===== src/design/pcpg_rs_pkg.sv =====
// shared types and constants of the ramp shaper
`timescale 1ns / 1ps

package pcpg_rs_pkg;

	// register indexes of the write port
	localparam logic [1:0] REG_SLOPE_GAIN      = 2'd0;
	localparam logic [1:0] REG_SHIFT_MODE      = 2'd1;
	localparam logic [1:0] REG_LEVEL_THRESHOLD = 2'd2;
	localparam logic [1:0] REG_SHIFT_THRESHOLD = 2'd3;

	// reset values of the registers
	localparam logic [15:0] SLOPE_GAIN_RST      = 16'd16384;
	localparam logic [15:0] LEVEL_THRESHOLD_RST = 16'd13926;
	localparam logic [15:0] SHIFT_THRESHOLD_RST = 16'd13435;

	// q1.14 levels
	localparam logic [15:0] ONE_Q14    = 16'h4000;
	localparam logic [15:0] NEG_ONE    = 16'hC000;
	localparam logic [15:0] RATIO_MAX  = 16'h8000;
	localparam logic [15:0] HIGH_SCALE = 16'h8000;

	// one overflow step plus sixteen quotient bits
	localparam int DIV_STEPS = 17;

	typedef enum logic [6:0] {
		ST_IDLE = 7'b0000001,
		ST_ADV  = 7'b0000010,
		ST_MUL  = 7'b0000100,
		ST_LOAD = 7'b0001000,
		ST_DIV  = 7'b0010000,
		ST_FIN  = 7'b0100000,
		ST_DONE = 7'b1000000
	} state_t;

endpackage


===== src/design/pcpg_ramp_shaper.sv =====
// ramp shaper: thresholds two oscillator channels and shapes them into ramps
`timescale 1ns / 1ps

// usage
// - input beat on s_tvalid/s_tready/s_tdata carries one sample per channel;
//   s_tready is high only while the sequencer is idle
// - result beat on m_tvalid/m_tready/m_tdata carries both shaped outputs,
//   q1.14 clamped to plus/minus one
// - config writes (cfg_we, cfg_addr, cfg_wdata) are registered; the user
//   must write only while no beat is in flight; the block does not check
// sequence
// - a taken beat updates levels and run counters, then each
//   channel does multiply, load, 17 restoring-divide steps and a finish
//   step on one shared subtract/compare unit
// - m_tvalid rises after both channels are finished; no new input beat
//   is taken before the result moves to the output register, so the
//   serial divider, used twice per item, sets the pace of items
// - the result sits in an output register, so the next input beat is
//   taken while a result still waits on m_tready; a stalled receiver only
//   holds the sequencer when a new result is ready to replace it
// reset
// - arst_n clears levels, counters and latched lengths, loads register
//   defaults and drops m_tvalid
module pcpg_ramp_shaper #(
	parameter int SAMPLE_BITS = 16,
	parameter int COUNT_BITS  = 16
) (
	input  logic                                  clk,
	input  logic                                  arst_n,
	input  logic                                  s_tvalid,
	output logic                                  s_tready,
	// sample_a, sample_b, zero pad
	input  logic [((2*SAMPLE_BITS+7)/8)*8-1:0]    s_tdata,
	output logic                                  m_tvalid,
	input  logic                                  m_tready,
	// shaped_a, shaped_b
	output logic [31:0]                           m_tdata,
	input  logic                                  cfg_we,
	input  logic [1:0]                            cfg_addr,
	input  logic [15:0]                           cfg_wdata
);

	localparam int CW = (SAMPLE_BITS > 16) ? SAMPLE_BITS : 16;
	localparam int PW = COUNT_BITS + 16;
	localparam int DW = COUNT_BITS + 17;
	localparam int RW = COUNT_BITS + 18;
	localparam logic [COUNT_BITS-1:0] CNT_MAX = {COUNT_BITS{1'b1}};

	pcpg_rs_pkg::state_t state_q;

	// configuration registers
	logic        [15:0] slope_q;
	logic               shift_mode_q;
	logic signed [15:0] level_th_q;
	logic signed [15:0] shift_th_q;

	// per-channel run tracking
	logic [1:0]            level_q;
	logic [COUNT_BITS-1:0] run_q  [2];
	logic [COUNT_BITS-1:0] hlen_q [2];
	logic [COUNT_BITS-1:0] llen_q [2];

	// sequencer and shared datapath
	logic                          ch_q;
	logic [4:0]                    step_q;
	logic signed [SAMPLE_BITS-1:0] samp_q [2];
	logic [PW-1:0]                 prod_q;
	logic [COUNT_BITS-1:0]         den_q;
	logic                          lvl_sel_q;
	logic                          spec_q;
	logic [15:0]                   spec_val_q;
	logic [RW-1:0]                 rem_q;
	logic [DW-1:0]                 dsh_q;
	logic [16:0]                   quo_q;
	logic [15:0]                   res_q [2];
	logic                          m_tvalid_q;
	logic [31:0]                   m_tdata_q;

	logic                          in_fire;
	logic                          out_free;
	logic signed [15:0]            th1;
	logic [1:0]                    hi;
	logic                          cur_lvl;
	logic [15:0]                   cur_s;
	logic [15:0]                   mul_k;
	logic [COUNT_BITS-1:0]         cur_cnt;
	logic [COUNT_BITS-1:0]         cur_h;
	logic [COUNT_BITS-1:0]         cur_l;
	logic                          ge;
	logic [15:0]                   ratio;
	logic signed [16:0]            y;

	assign s_tready = (state_q == pcpg_rs_pkg::ST_IDLE);
	assign in_fire  = s_tvalid && s_tready;
	assign out_free = !m_tvalid_q || m_tready;
	assign m_tvalid = m_tvalid_q;
	assign m_tdata  = m_tdata_q;

	// level decisions, sample >= threshold means high
	assign th1   = shift_mode_q ? shift_th_q : level_th_q;
	assign hi[0] = CW'(samp_q[0]) >= CW'(level_th_q);
	assign hi[1] = CW'(samp_q[1]) >= CW'(th1);

	// operands of the channel being shaped
	assign cur_lvl = level_q[ch_q];
	assign cur_cnt = run_q[ch_q];
	assign cur_h   = hlen_q[ch_q];
	assign cur_l   = llen_q[ch_q];
	assign cur_s   = ch_q ? slope_q : pcpg_rs_pkg::ONE_Q14;
	// high ramp uses 2*count<<14, low ramp s*count
	assign mul_k   = cur_lvl ? pcpg_rs_pkg::HIGH_SCALE : cur_s;

	// shared subtract/compare unit
	assign ge = rem_q >= RW'(dsh_q);

	// saturate the quotient at two, then form the ramp
	always_comb begin
		if (quo_q[16] || (quo_q[15:0] > pcpg_rs_pkg::RATIO_MAX)) begin
			ratio = pcpg_rs_pkg::RATIO_MAX;
		end else begin
			ratio = quo_q[15:0];
		end
		if (lvl_sel_q) begin
			y = $signed({1'b0, ratio}) - $signed({1'b0, pcpg_rs_pkg::ONE_Q14});
		end else begin
			y = $signed({1'b0, pcpg_rs_pkg::ONE_Q14}) - $signed({1'b0, ratio});
		end
	end

	// config registers
	always_ff @(posedge clk or negedge arst_n) begin
		if (!arst_n) begin
			slope_q      <= pcpg_rs_pkg::SLOPE_GAIN_RST;
			shift_mode_q <= 1'b0;
			level_th_q   <= pcpg_rs_pkg::LEVEL_THRESHOLD_RST;
			shift_th_q   <= pcpg_rs_pkg::SHIFT_THRESHOLD_RST;
		end else if (cfg_we) begin
			unique case (cfg_addr)
				pcpg_rs_pkg::REG_SLOPE_GAIN:      slope_q      <= cfg_wdata;
				pcpg_rs_pkg::REG_SHIFT_MODE:      shift_mode_q <= cfg_wdata[0];
				pcpg_rs_pkg::REG_LEVEL_THRESHOLD: level_th_q   <= cfg_wdata;
				pcpg_rs_pkg::REG_SHIFT_THRESHOLD: shift_th_q   <= cfg_wdata;
				default: ;
			endcase
		end
	end

	// sequencer, run tracking and output register control
	always_ff @(posedge clk or negedge arst_n) begin
		if (!arst_n) begin
			state_q    <= pcpg_rs_pkg::ST_IDLE;
			ch_q       <= 1'b0;
			step_q     <= '0;
			level_q    <= '0;
			m_tvalid_q <= 1'b0;
			for (int i = 0; i < 2; i++) begin
				run_q[i]  <= '0;
				hlen_q[i] <= '0;
				llen_q[i] <= '0;
			end
		end else begin
			// a new result replaces a taken one in the same cycle
			if ((state_q == pcpg_rs_pkg::ST_DONE) && out_free) begin
				m_tvalid_q <= 1'b1;
			end else if (m_tvalid_q && m_tready) begin
				m_tvalid_q <= 1'b0;
			end
			unique case (state_q)
				pcpg_rs_pkg::ST_IDLE: begin
					if (in_fire) begin
						state_q <= pcpg_rs_pkg::ST_ADV;
					end
				end
				pcpg_rs_pkg::ST_ADV: begin
					for (int i = 0; i < 2; i++) begin
						if (hi[i] != level_q[i]) begin
							// edge: latch the run that just ended
							if (level_q[i]) begin
								hlen_q[i] <= run_q[i];
							end else begin
								llen_q[i] <= run_q[i];
							end
							run_q[i]   <= COUNT_BITS'(1);
							level_q[i] <= hi[i];
						end else if (run_q[i] != CNT_MAX) begin
							run_q[i] <= run_q[i] + COUNT_BITS'(1);
						end
					end
					ch_q    <= 1'b0;
					state_q <= pcpg_rs_pkg::ST_MUL;
				end
				pcpg_rs_pkg::ST_MUL: begin
					state_q <= pcpg_rs_pkg::ST_LOAD;
				end
				pcpg_rs_pkg::ST_LOAD: begin
					step_q  <= '0;
					state_q <= pcpg_rs_pkg::ST_DIV;
				end
				pcpg_rs_pkg::ST_DIV: begin
					if (step_q == 5'(pcpg_rs_pkg::DIV_STEPS - 1)) begin
						state_q <= pcpg_rs_pkg::ST_FIN;
					end else begin
						step_q <= step_q + 5'd1;
					end
				end
				pcpg_rs_pkg::ST_FIN: begin
					if (ch_q) begin
						state_q <= pcpg_rs_pkg::ST_DONE;
					end else begin
						ch_q    <= 1'b1;
						state_q <= pcpg_rs_pkg::ST_MUL;
					end
				end
				pcpg_rs_pkg::ST_DONE: begin
					if (out_free) begin
						state_q <= pcpg_rs_pkg::ST_IDLE;
					end
				end
				default: state_q <= pcpg_rs_pkg::ST_IDLE;
			endcase
		end
	end

	// datapath registers
	always_ff @(posedge clk) begin
		if (in_fire) begin
			samp_q[0] <= s_tdata[SAMPLE_BITS-1:0];
			samp_q[1] <= s_tdata[2*SAMPLE_BITS-1:SAMPLE_BITS];
		end
		if (state_q == pcpg_rs_pkg::ST_MUL) begin
			prod_q    <= PW'(cur_cnt) * PW'(mul_k);
			den_q     <= cur_lvl ? cur_h : cur_l;
			lvl_sel_q <= cur_lvl;
			if (cur_lvl) begin
				spec_q     <= (cur_h == '0);
				spec_val_q <= pcpg_rs_pkg::ONE_Q14;
			end else begin
				spec_q     <= (cur_s == '0) || (cur_l == '0);
				spec_val_q <= (cur_s == '0) ? pcpg_rs_pkg::ONE_Q14 : pcpg_rs_pkg::NEG_ONE;
			end
		end
		if (state_q == pcpg_rs_pkg::ST_LOAD) begin
			// round half up: (2*num + den) / (2*den)
			rem_q <= RW'({prod_q, 1'b0}) + RW'(den_q);
			dsh_q <= DW'(den_q) << 17;
		end
		if (state_q == pcpg_rs_pkg::ST_DIV) begin
			if (ge) begin
				rem_q <= rem_q - RW'(dsh_q);
			end
			dsh_q <= dsh_q >> 1;
			quo_q <= {quo_q[15:0], ge};
		end
		if (state_q == pcpg_rs_pkg::ST_FIN) begin
			res_q[ch_q] <= spec_q ? spec_val_q : y[15:0];
		end
		if ((state_q == pcpg_rs_pkg::ST_DONE) && out_free) begin
			m_tdata_q <= {res_q[1], res_q[0]};
		end
	end

	// an accepted beat starts the level update right away
	a_fire_adv: assert property (@(posedge clk) disable iff (!arst_n)
		in_fire |=> state_q == pcpg_rs_pkg::ST_ADV)
		else $error("input beat did not start the sequencer");

	// results stay within plus/minus one
	a_out_range: assert property (@(posedge clk) disable iff (!arst_n)
		m_tvalid |-> ($signed(m_tdata[15:0]) <= 16'sd16384 &&
			$signed(m_tdata[15:0]) >= -16'sd16384 &&
			$signed(m_tdata[31:16]) <= 16'sd16384 &&
			$signed(m_tdata[31:16]) >= -16'sd16384))
		else $error("shaped output outside clamp range");

	// a high channel has counted at least one step
	a_high_run: assert property (@(posedge clk) disable iff (!arst_n)
		(!level_q[0] || run_q[0] != '0) && (!level_q[1] || run_q[1] != '0))
		else $error("high level with empty run count");

	// the output register is loaded only at the end of an item
	a_out_load: assert property (@(posedge clk) disable iff (!arst_n)
		$rose(m_tvalid_q) |-> $past(state_q == pcpg_rs_pkg::ST_DONE))
		else $error("result beat raised outside the done step");

	// the divider never runs past its step count
	a_div_steps: assert property (@(posedge clk) disable iff (!arst_n)
		state_q == pcpg_rs_pkg::ST_DIV |-> step_q < 5'(pcpg_rs_pkg::DIV_STEPS))
		else $error("divider step counter overran");

endmodule


===== config.mk =====
export PLATFORM = sky130hd
export DESIGN_NAME = pcpg_ramp_shaper
export DESIGN_NICKNAME = d
export VERILOG_FILES = /design/src/design/pcpg_rs_pkg.sv /design/src/design/pcpg_ramp_shaper.sv
export SDC_FILE = /design/constraint.sdc
export NUM_CORES = 1
export LEC_CHECK = 0
export BUFFER_PORTS_ARGS = -buffer_cell sky130_fd_sc_hd__clkbuf_2
export CAP_MARGIN = 15
export CORE_UTILIZATION = 51
export DETAILED_ROUTE_END_ITERATION = 12
export HOLD_SLACK_MARGIN = 0.15
export PLACE_DENSITY = 0.67
export SETUP_SLACK_MARGIN = 0.4
export SLEW_MARGIN = 20
export SYNTH_ARGS = -nofsm -noshare
export SYNTH_HDL_FRONTEND = slang
export SYNTH_SLANG_ARGS = --single-unit

===== constraint.sdc =====
create_clock -name clk -period 8.3 [get_ports clk]
set_clock_uncertainty 0.15 [all_clocks]
set_input_delay 0.83 -clock clk [delete_from_list [all_inputs] [get_ports clk]]
set_output_delay 0.83 -clock clk [all_outputs]
set_load 0.005 [all_outputs]

## After elaboration in Yosys (flattened, before gate mapping)

Memories as Yosys holds them, arrays and structs flattened. A register that Yosys moved wholly into a read port is not among the register bits.
Cells that the tools add are included.

| cells by class | value |
|---|---|
| $add $sub $neg | 7 |
| $mul | 1 |
| order comparisons | 6 |
| eq/ne operators | 19 |
| muxes and demuxes | 43 |
| bitwise operators | 3 |
| reduce and logical (&&, ||, !) cells | 30 |

Operator list:

| operator | count |
|---|---|
| $mux 16 | 21 |
| $mux 34 | 3 |
| $mux 32 | 2 |
| $pmux 7 s7 | 1 |
| $logic_not 16->1 | 3 |
| $add 33x16->34 | 1 |
| $ge 34x33->1 | 1 |
| $sub 34x33->34 | 1 |
| $add 16x1->16 const B | 2 |
| $ge 16x16->1 | 2 |
| $mul 16x16->32 | 1 |
| $ne 16x16->1 const B | 2 |
| $mux 7 | 4 |
| $reduce_and 2->1 | 9 |
| $gt 16x16->1 const B | 1 |
| $sub 15x16->16 const A | 1 |
| $sub 16x15->16 const B | 1 |
| $reduce_and 3->1 | 5 |
| $pmux 5 s2 | 1 |
| $reduce_bool 2->1 | 5 |
| $mux 1 | 9 |
| $eq 7x1->1 const B | 1 |
| $eq 7x2->1 const B | 1 |
| $eq 7x3->1 const B | 1 |
| other kinds (21) | 30 |

| word-level totals | value |
|---|---|
| register bits | 311 |
| bits in writable memories | 64 |
| input bits | 55 |
| output and inout port bits | 34 |
| logic and storage cells | 136 |
| memories kept | 2 |

Memories:

| name | depth | bits a word | read ports | clocked after Yosys merged registers in | write ports | line | text |
|---|---|---|---|---|---|---|---|
| res_q | 2 | 16 | 2 | 2 | 1 | pcpg_ramp_shaper.sv:75 | `logic [15:0] res_q [2];` |
| samp_q | 2 | 16 | 2 | 0 | 2 | pcpg_ramp_shaper.sv:66 | `logic signed [SAMPLE_BITS-1:0] samp_q [2];` |

## Longest topological paths before layout

| depth | value |
|---|---|
| depth after elaboration | 7 |
| depth in mapped cells | 27 |
| mapped depth without buffers | 26 |

## Least setup slack after synthesis

Ideal clock, no wire load.

| path | value |
|---|---|
| path type | register -> register |
| from | register ch_q |
| to | register prod_q[31], data pin |
| setup time | 0.260 ns |
| data arrival time | 6.503 ns |
| required time | 7.890 ns |
| path slack | 1.387 ns |
| cell stages (with the launch flop) | 25 |
| path buffers | 2 |
| period minus slack after synthesis | 6.913 ns |
| cell sequence | dfrtp_1 > clkbuf_1 > clkbuf_1 > mux2i_1 > nor2_1 > fa_1 > inv_1 > fa_1 > fa_1 > inv_1 > fa_1 > fa_1 > inv_1 > fa_1 > inv_1 > ha_1 > a21o_1 > a21o_1 > a21oi_1 > nor2_1 > nor4_1 > o31a_1 > o21ai_0 > a21oi_1 > xnor2_1 |

| between the ends | value |
|---|---|
| cells in the longest elaborated chain, start to end | 5 |
| elaborated cells between the ends (all ways) | 9 |
| those cells by class | 1 x mul; 7 x mux; 1 x bitwise |

Ends and longest elaborated chain:

| what | line | text |
|---|---|---|
| start: declaration | pcpg_ramp_shaper.sv:64 | `logic ch_q;` |
| start signal: assignment | pcpg_ramp_shaper.sv:152 | `ch_q <= 1'b0;` |
| start signal: assignment | pcpg_ramp_shaper.sv:189 | `ch_q <= 1'b0;` |
| start signal: assignment | pcpg_ramp_shaper.sv:210 | `ch_q <= 1'b1;` |
| $not 1->2 (not written as such) | pcpg_ramp_shaper.sv:106 | `assign cur_cnt = run_q[ch_q];` |
| $mux 16 (not written as such) (3 in series) | pcpg_ramp_shaper.sv:106 |  |
| $mul 16x16->32 (*) | pcpg_ramp_shaper.sv:231 | `prod_q <= PW'(cur_cnt) * PW'(mul_k);` |
| end signal: assignment | pcpg_ramp_shaper.sv:231 |  |
| end: declaration | pcpg_ramp_shaper.sv:67 | `logic [PW-1:0] prod_q;` |

Every way passes the cells marked *; elsewhere a longest branch is shown, timed or not. The select of a mux whose other input is x is not followed.
A chain may end at the register's enable or synchronous reset.

## Worst setup path after layout

Ends and elaborated chain as after synthesis.

==> impl_metrics.csv <==
group,metric,value,unit
route,totalWireLength,68700,um
grt,global_routing_usage_summed_across_all_routing_layers,25.5,%
cells_and_area,numnets_final,3176,
cts,post_cts_buffers,0,
route,detail_route.drc_violations,0,
cells_and_area,num_antenna_cells,0,
logic_synthesis,synthArstFlopShare,41.1,%
timing,hold_viol,0,
timing,grt_setup_unrepaired,"false",
cts,cts_htree_levels,2,
job,drv.max_cap_violation_count,0,
pwr,power_density,203,mW/mm^2
worst_setup_path,crit_path_end_kind,"register",
logic_synthesis,netlist_top_cells_area,"sky130_fd_sc_hd__edfxtp_1 (21%), sky130_fd_sc_hd__fa_1 (14%), sky130_fd_sc_hd__dfrtp_1 (13%)",
worst_setup_path,critical-path-max-stage-delay,0.66,ns
timing,finalMaxSlewViolations,0,
timing,setup_tns,0,ns
logic_synthesis,synth_fp_nets,3103,
worst_setup_path,crit_family,"adder cells",
logic_synthesis,yosysWarningCount,0,
pwr,leakage,0.0138,uW
timing,slew_headroom,28.8,%
grt,grtUsageMet1,32.7,%
grt,grt-busiest-layer,"met2",
cells_and_area,final_cell_utilization_of_the_core,57.0,%
route,detailedRoute.firstPassIterationCount,6,
cts,root_buffer,"sky130_fd_sc_hd__clkbuf_16",
placed_design,place_hpwl,52600,um
worst_setup_path,r2r_slack,0.70,ns
cells_and_area,stdcell_area,0.0307,mm^2
cells_and_area,final_cell_mix,"sky130_fd_sc_hd__inv_1 (319), sky130_fd_sc_hd__nand2_1 (246), sky130_fd_sc_hd__nor2_1 (238)",
placed_design,placement.io_buffers,88,
placed_design,post_dp_cell_area,0.0290,mm^2
worst_setup_path,timing.critical_path.mode_cell,"sky130_fd_sc_hd__fa_1",
logic_synthesis,post_synth_inst_count,2661,
cells_and_area,layout-area-overhead-vs-synth,10.2,%
logic_synthesis,seq_area_frac_synth,38.2,%
grt,grt_pass1_wl,112000,um
cts,latest_clock_arrival_within_the_worst_skew_pair,0.62,ns
logic_synthesis,syn_area_per_cell,10.5,um^2
cells_and_area,layout.cells.most_common,"sky130_fd_sc_hd__inv_1",
timing,min_period_over_period,91.6,%
cts,cts_tree,"built",
cells_and_area,stdcell_count,3466,
logic_synthesis,synth.cell_area,0.0278,mm^2
route,via_per_inst,5.72,
worst_setup_path,wp_data_required,8.47,ns
floorplanning,die_x,236,um
grt,grt_start_max_net_pins,95,
placed_design,place.gp.congestion,0.929,
grt,via_count_of_the_first_global_routing_pass,20800,
worst_setup_path,timing.critical_path.fanout_max,74,
logic_synthesis,synth_edf_count,196,
worst_hold_path,timing.hold.worst.class,"in -> async",
floorplanning,num_rows,85,
logic_synthesis,synth_top_area_cell,"sky130_fd_sc_hd__edfxtp_1",
worst_setup_path,critical_path.cell_chain,"buf_12 > mux2i_1 > buf_4 > nor2_1 > fa_1 > inv_1 > fa_1 > fa_1 > fa_1 > inv_1 > fa_1 > inv_1 > fa_1 > inv_1 > ha_1 > nand4_1 > nor2_1 > o211ai_1 > a21oi_1 > nor4_1 > o31a_1 > o21ai_0 > a21oi_1 > xnor2_1",
placed_design,place.detailed.instances,3384,
worst_setup_path,timing.setup.critical_path_class,"reg -> reg",
floorplanning,die_area,0.0555,mm^2
timing,setup_violations,0,
floorplanning,design.portCount,89,
floorplanning,floorplan.die.height,236,um
cts,cts.sinks,392,
cts,cts-buffers-inserted,44,
timing,post_layout_minimum_cycle_time,7.60,ns
worst_setup_path,slowest_stage,"sky130_fd_sc_hd__mux2i_1",
cells_and_area,fraction_of_layout_instances_using_a_drive_strength_above_1,13.8,%
logic_synthesis,ys_flop_type,"sky130_fd_sc_hd__edfxtp_1",
grt,number_of_antenna_violations_at_the_first_check_in_global_routing,0,
logic_synthesis,yosysTopAreaCellShare,21.2,%
worst_setup_path,cp.buffers_inverters,6,
worst_setup_path,critical_path.startpoint_type,"register",
cells_and_area,fillCellCount,4625,
run_status,run_status,"finished clean",
logic_synthesis,synth_seq_cells,392,
grt,met3_capacity_usage_during_global_routing,3.65,%
route,detail_route.wl_per_cell,19.8,um
floorplanning,core,0.0538,mm^2
worst_setup_path,r2r-start,"ch_q",
floorplanning,start_util,51.7,%
cts,cts_buffer_depth,3,
grt,grt.overflow.total,0,
route,ant_nets,0,
cts,clk_slew_on_worst_s_h_paths,0.06,ns
timing,tightestPinTransition,1.06,ns
route,route.vias.total,19800,
worst_setup_path,r2r_cells,24,
worst_setup_path,r2r-end,"prod_q[31]",
pwr,ir_worst_vdd,184,uV
logic_synthesis,yosysUniqueCellTypes,83,
route,drt_iter0_drc,1281,
worst_setup_path,crit_arrival,7.77,ns
timing,maxClockFrequency,0.132,GHz
grt,grt_use_met2,44.3,%
## flip-flops by register name (all words and copies together) (netlist names), 2 cells and up
register	flops
rem_q	34
prod_q	32
run_q	32
den_q	16
state_q	7
quo_q	17
hlen_q	32
shift_th_q	16
m_tdata	32
step_q	5
res_q	32
samp_q	32
dsh_q	33
llen_q	32
level_th_q	16
level_q	2
slope_q	16
## kinds of logic (layout without fill, tap and decap cells)
family                   after synthesis  count (layout)  synth area share (%)
AND/OR/NAND/NOR                      748             748                  12.5
AO/OA/AOI/OAI                        409             409                  9.55
XOR/XNOR                             118             118                  3.71
multiplexers                         198             198                  7.75
adder cells (fa/ha/maj)              387             387                  22.7
buffers and inverters                409             518                  5.58
flip-flops                           392             392                  38.2
## synthesized netlist by cell type (all sizes together) (5+ instances only)
| cell | instances |
|---|---|
| and3 | 13 |
| xor2 | 54 |
| a21o | 46 |
| or3 | 18 |
| buf | 14 |
| a21oi | 139 |
| a31oi | 8 |
| ha | 191 |
| a41oi | 6 |
| o21a | 12 |
| o21bai | 13 |
| mux2 | 139 |
| nand2 | 246 |
| nand3 | 43 |
| nor3 | 26 |
| o21ai | 77 |
| a211oi | 44 |
| xnor2 | 64 |
| and2 | 38 |
| nor2b | 29 |
| nor4 | 25 |
| nand2b | 20 |
| a21boi | 7 |
| dfstp | 19 |
| inv | 319 |
| nor2 | 239 |
| o221ai | 5 |
| nand4 | 19 |
| dfrtp | 142 |
| or2 | 5 |
| o211ai | 10 |
| fa | 196 |
| mux2i | 59 |
| edfxtp | 196 |
| dfxtp | 35 |
| clkbuf | 76 |
## metrics by stage
stage,hold slack (ns),setup slack [ns],total power (uW)
finish,0.165,0.701,6210
global route,0.240,0.410,6540
CTS,0.201,0.706,6250
detailed placement,0.255,0.722,4120
global placement,0.253,0.799,4070
floorplan,0.250,1.39,3640
## power by group
part	leakage [uW]	total, uW	switching, uW	internal, uW
sequential	0.00423	2470	177	2300
combinational	0.00878	1630	977	649
clock	0.000779	2110	842	1270
## per-layer routing
metal	wire length [um]	part of all wire, %
met1	29200	43
met2	33400	49
met5	39	0.057
met4	2110	3.1
met3	3940	5.7
## repair_timing
item,CTS,global route
hold buffers,0,0
resized for setup,0,6
setup endpoints to repair,0,3
## cell type report
| class | count | area, um^2 | area share, % |
|---|---|---|---|
| sequential | 392 | 10600 | 34.7 |
| inverter | 319 | 1200 | 3.90 |
| clock inverter | 31 | 439 | 1.43 |
| timing repair buffer | 117 | 677 | 2.21 |
| multi-input combinational | 1860 | 15700 | 51.1 |
| tap | 696 | 871 | 2.84 |
| clock buffer | 51 | 1160 | 3.78 |
## worst max path at each step
stage | start | to | slack (ns) | cells after the start
3_5_place_dp | ch_q | prod_q[31] | 0.72 | 23
5_1_grt | ch_q | prod_q[29] | 0.41 | 24
6_report | ch_q | prod_q[31] | 0.70 | 24
3_3_place_gp | ch_q | prod_q[31] | 0.80 | 23
2_1_floorplan | ch_q | prod_q[31] | 1.39 | 24
4_1_cts | ch_q | prod_q[31] | 0.71 | 23
No activity file was read; power rests on OpenSTA's default activity.
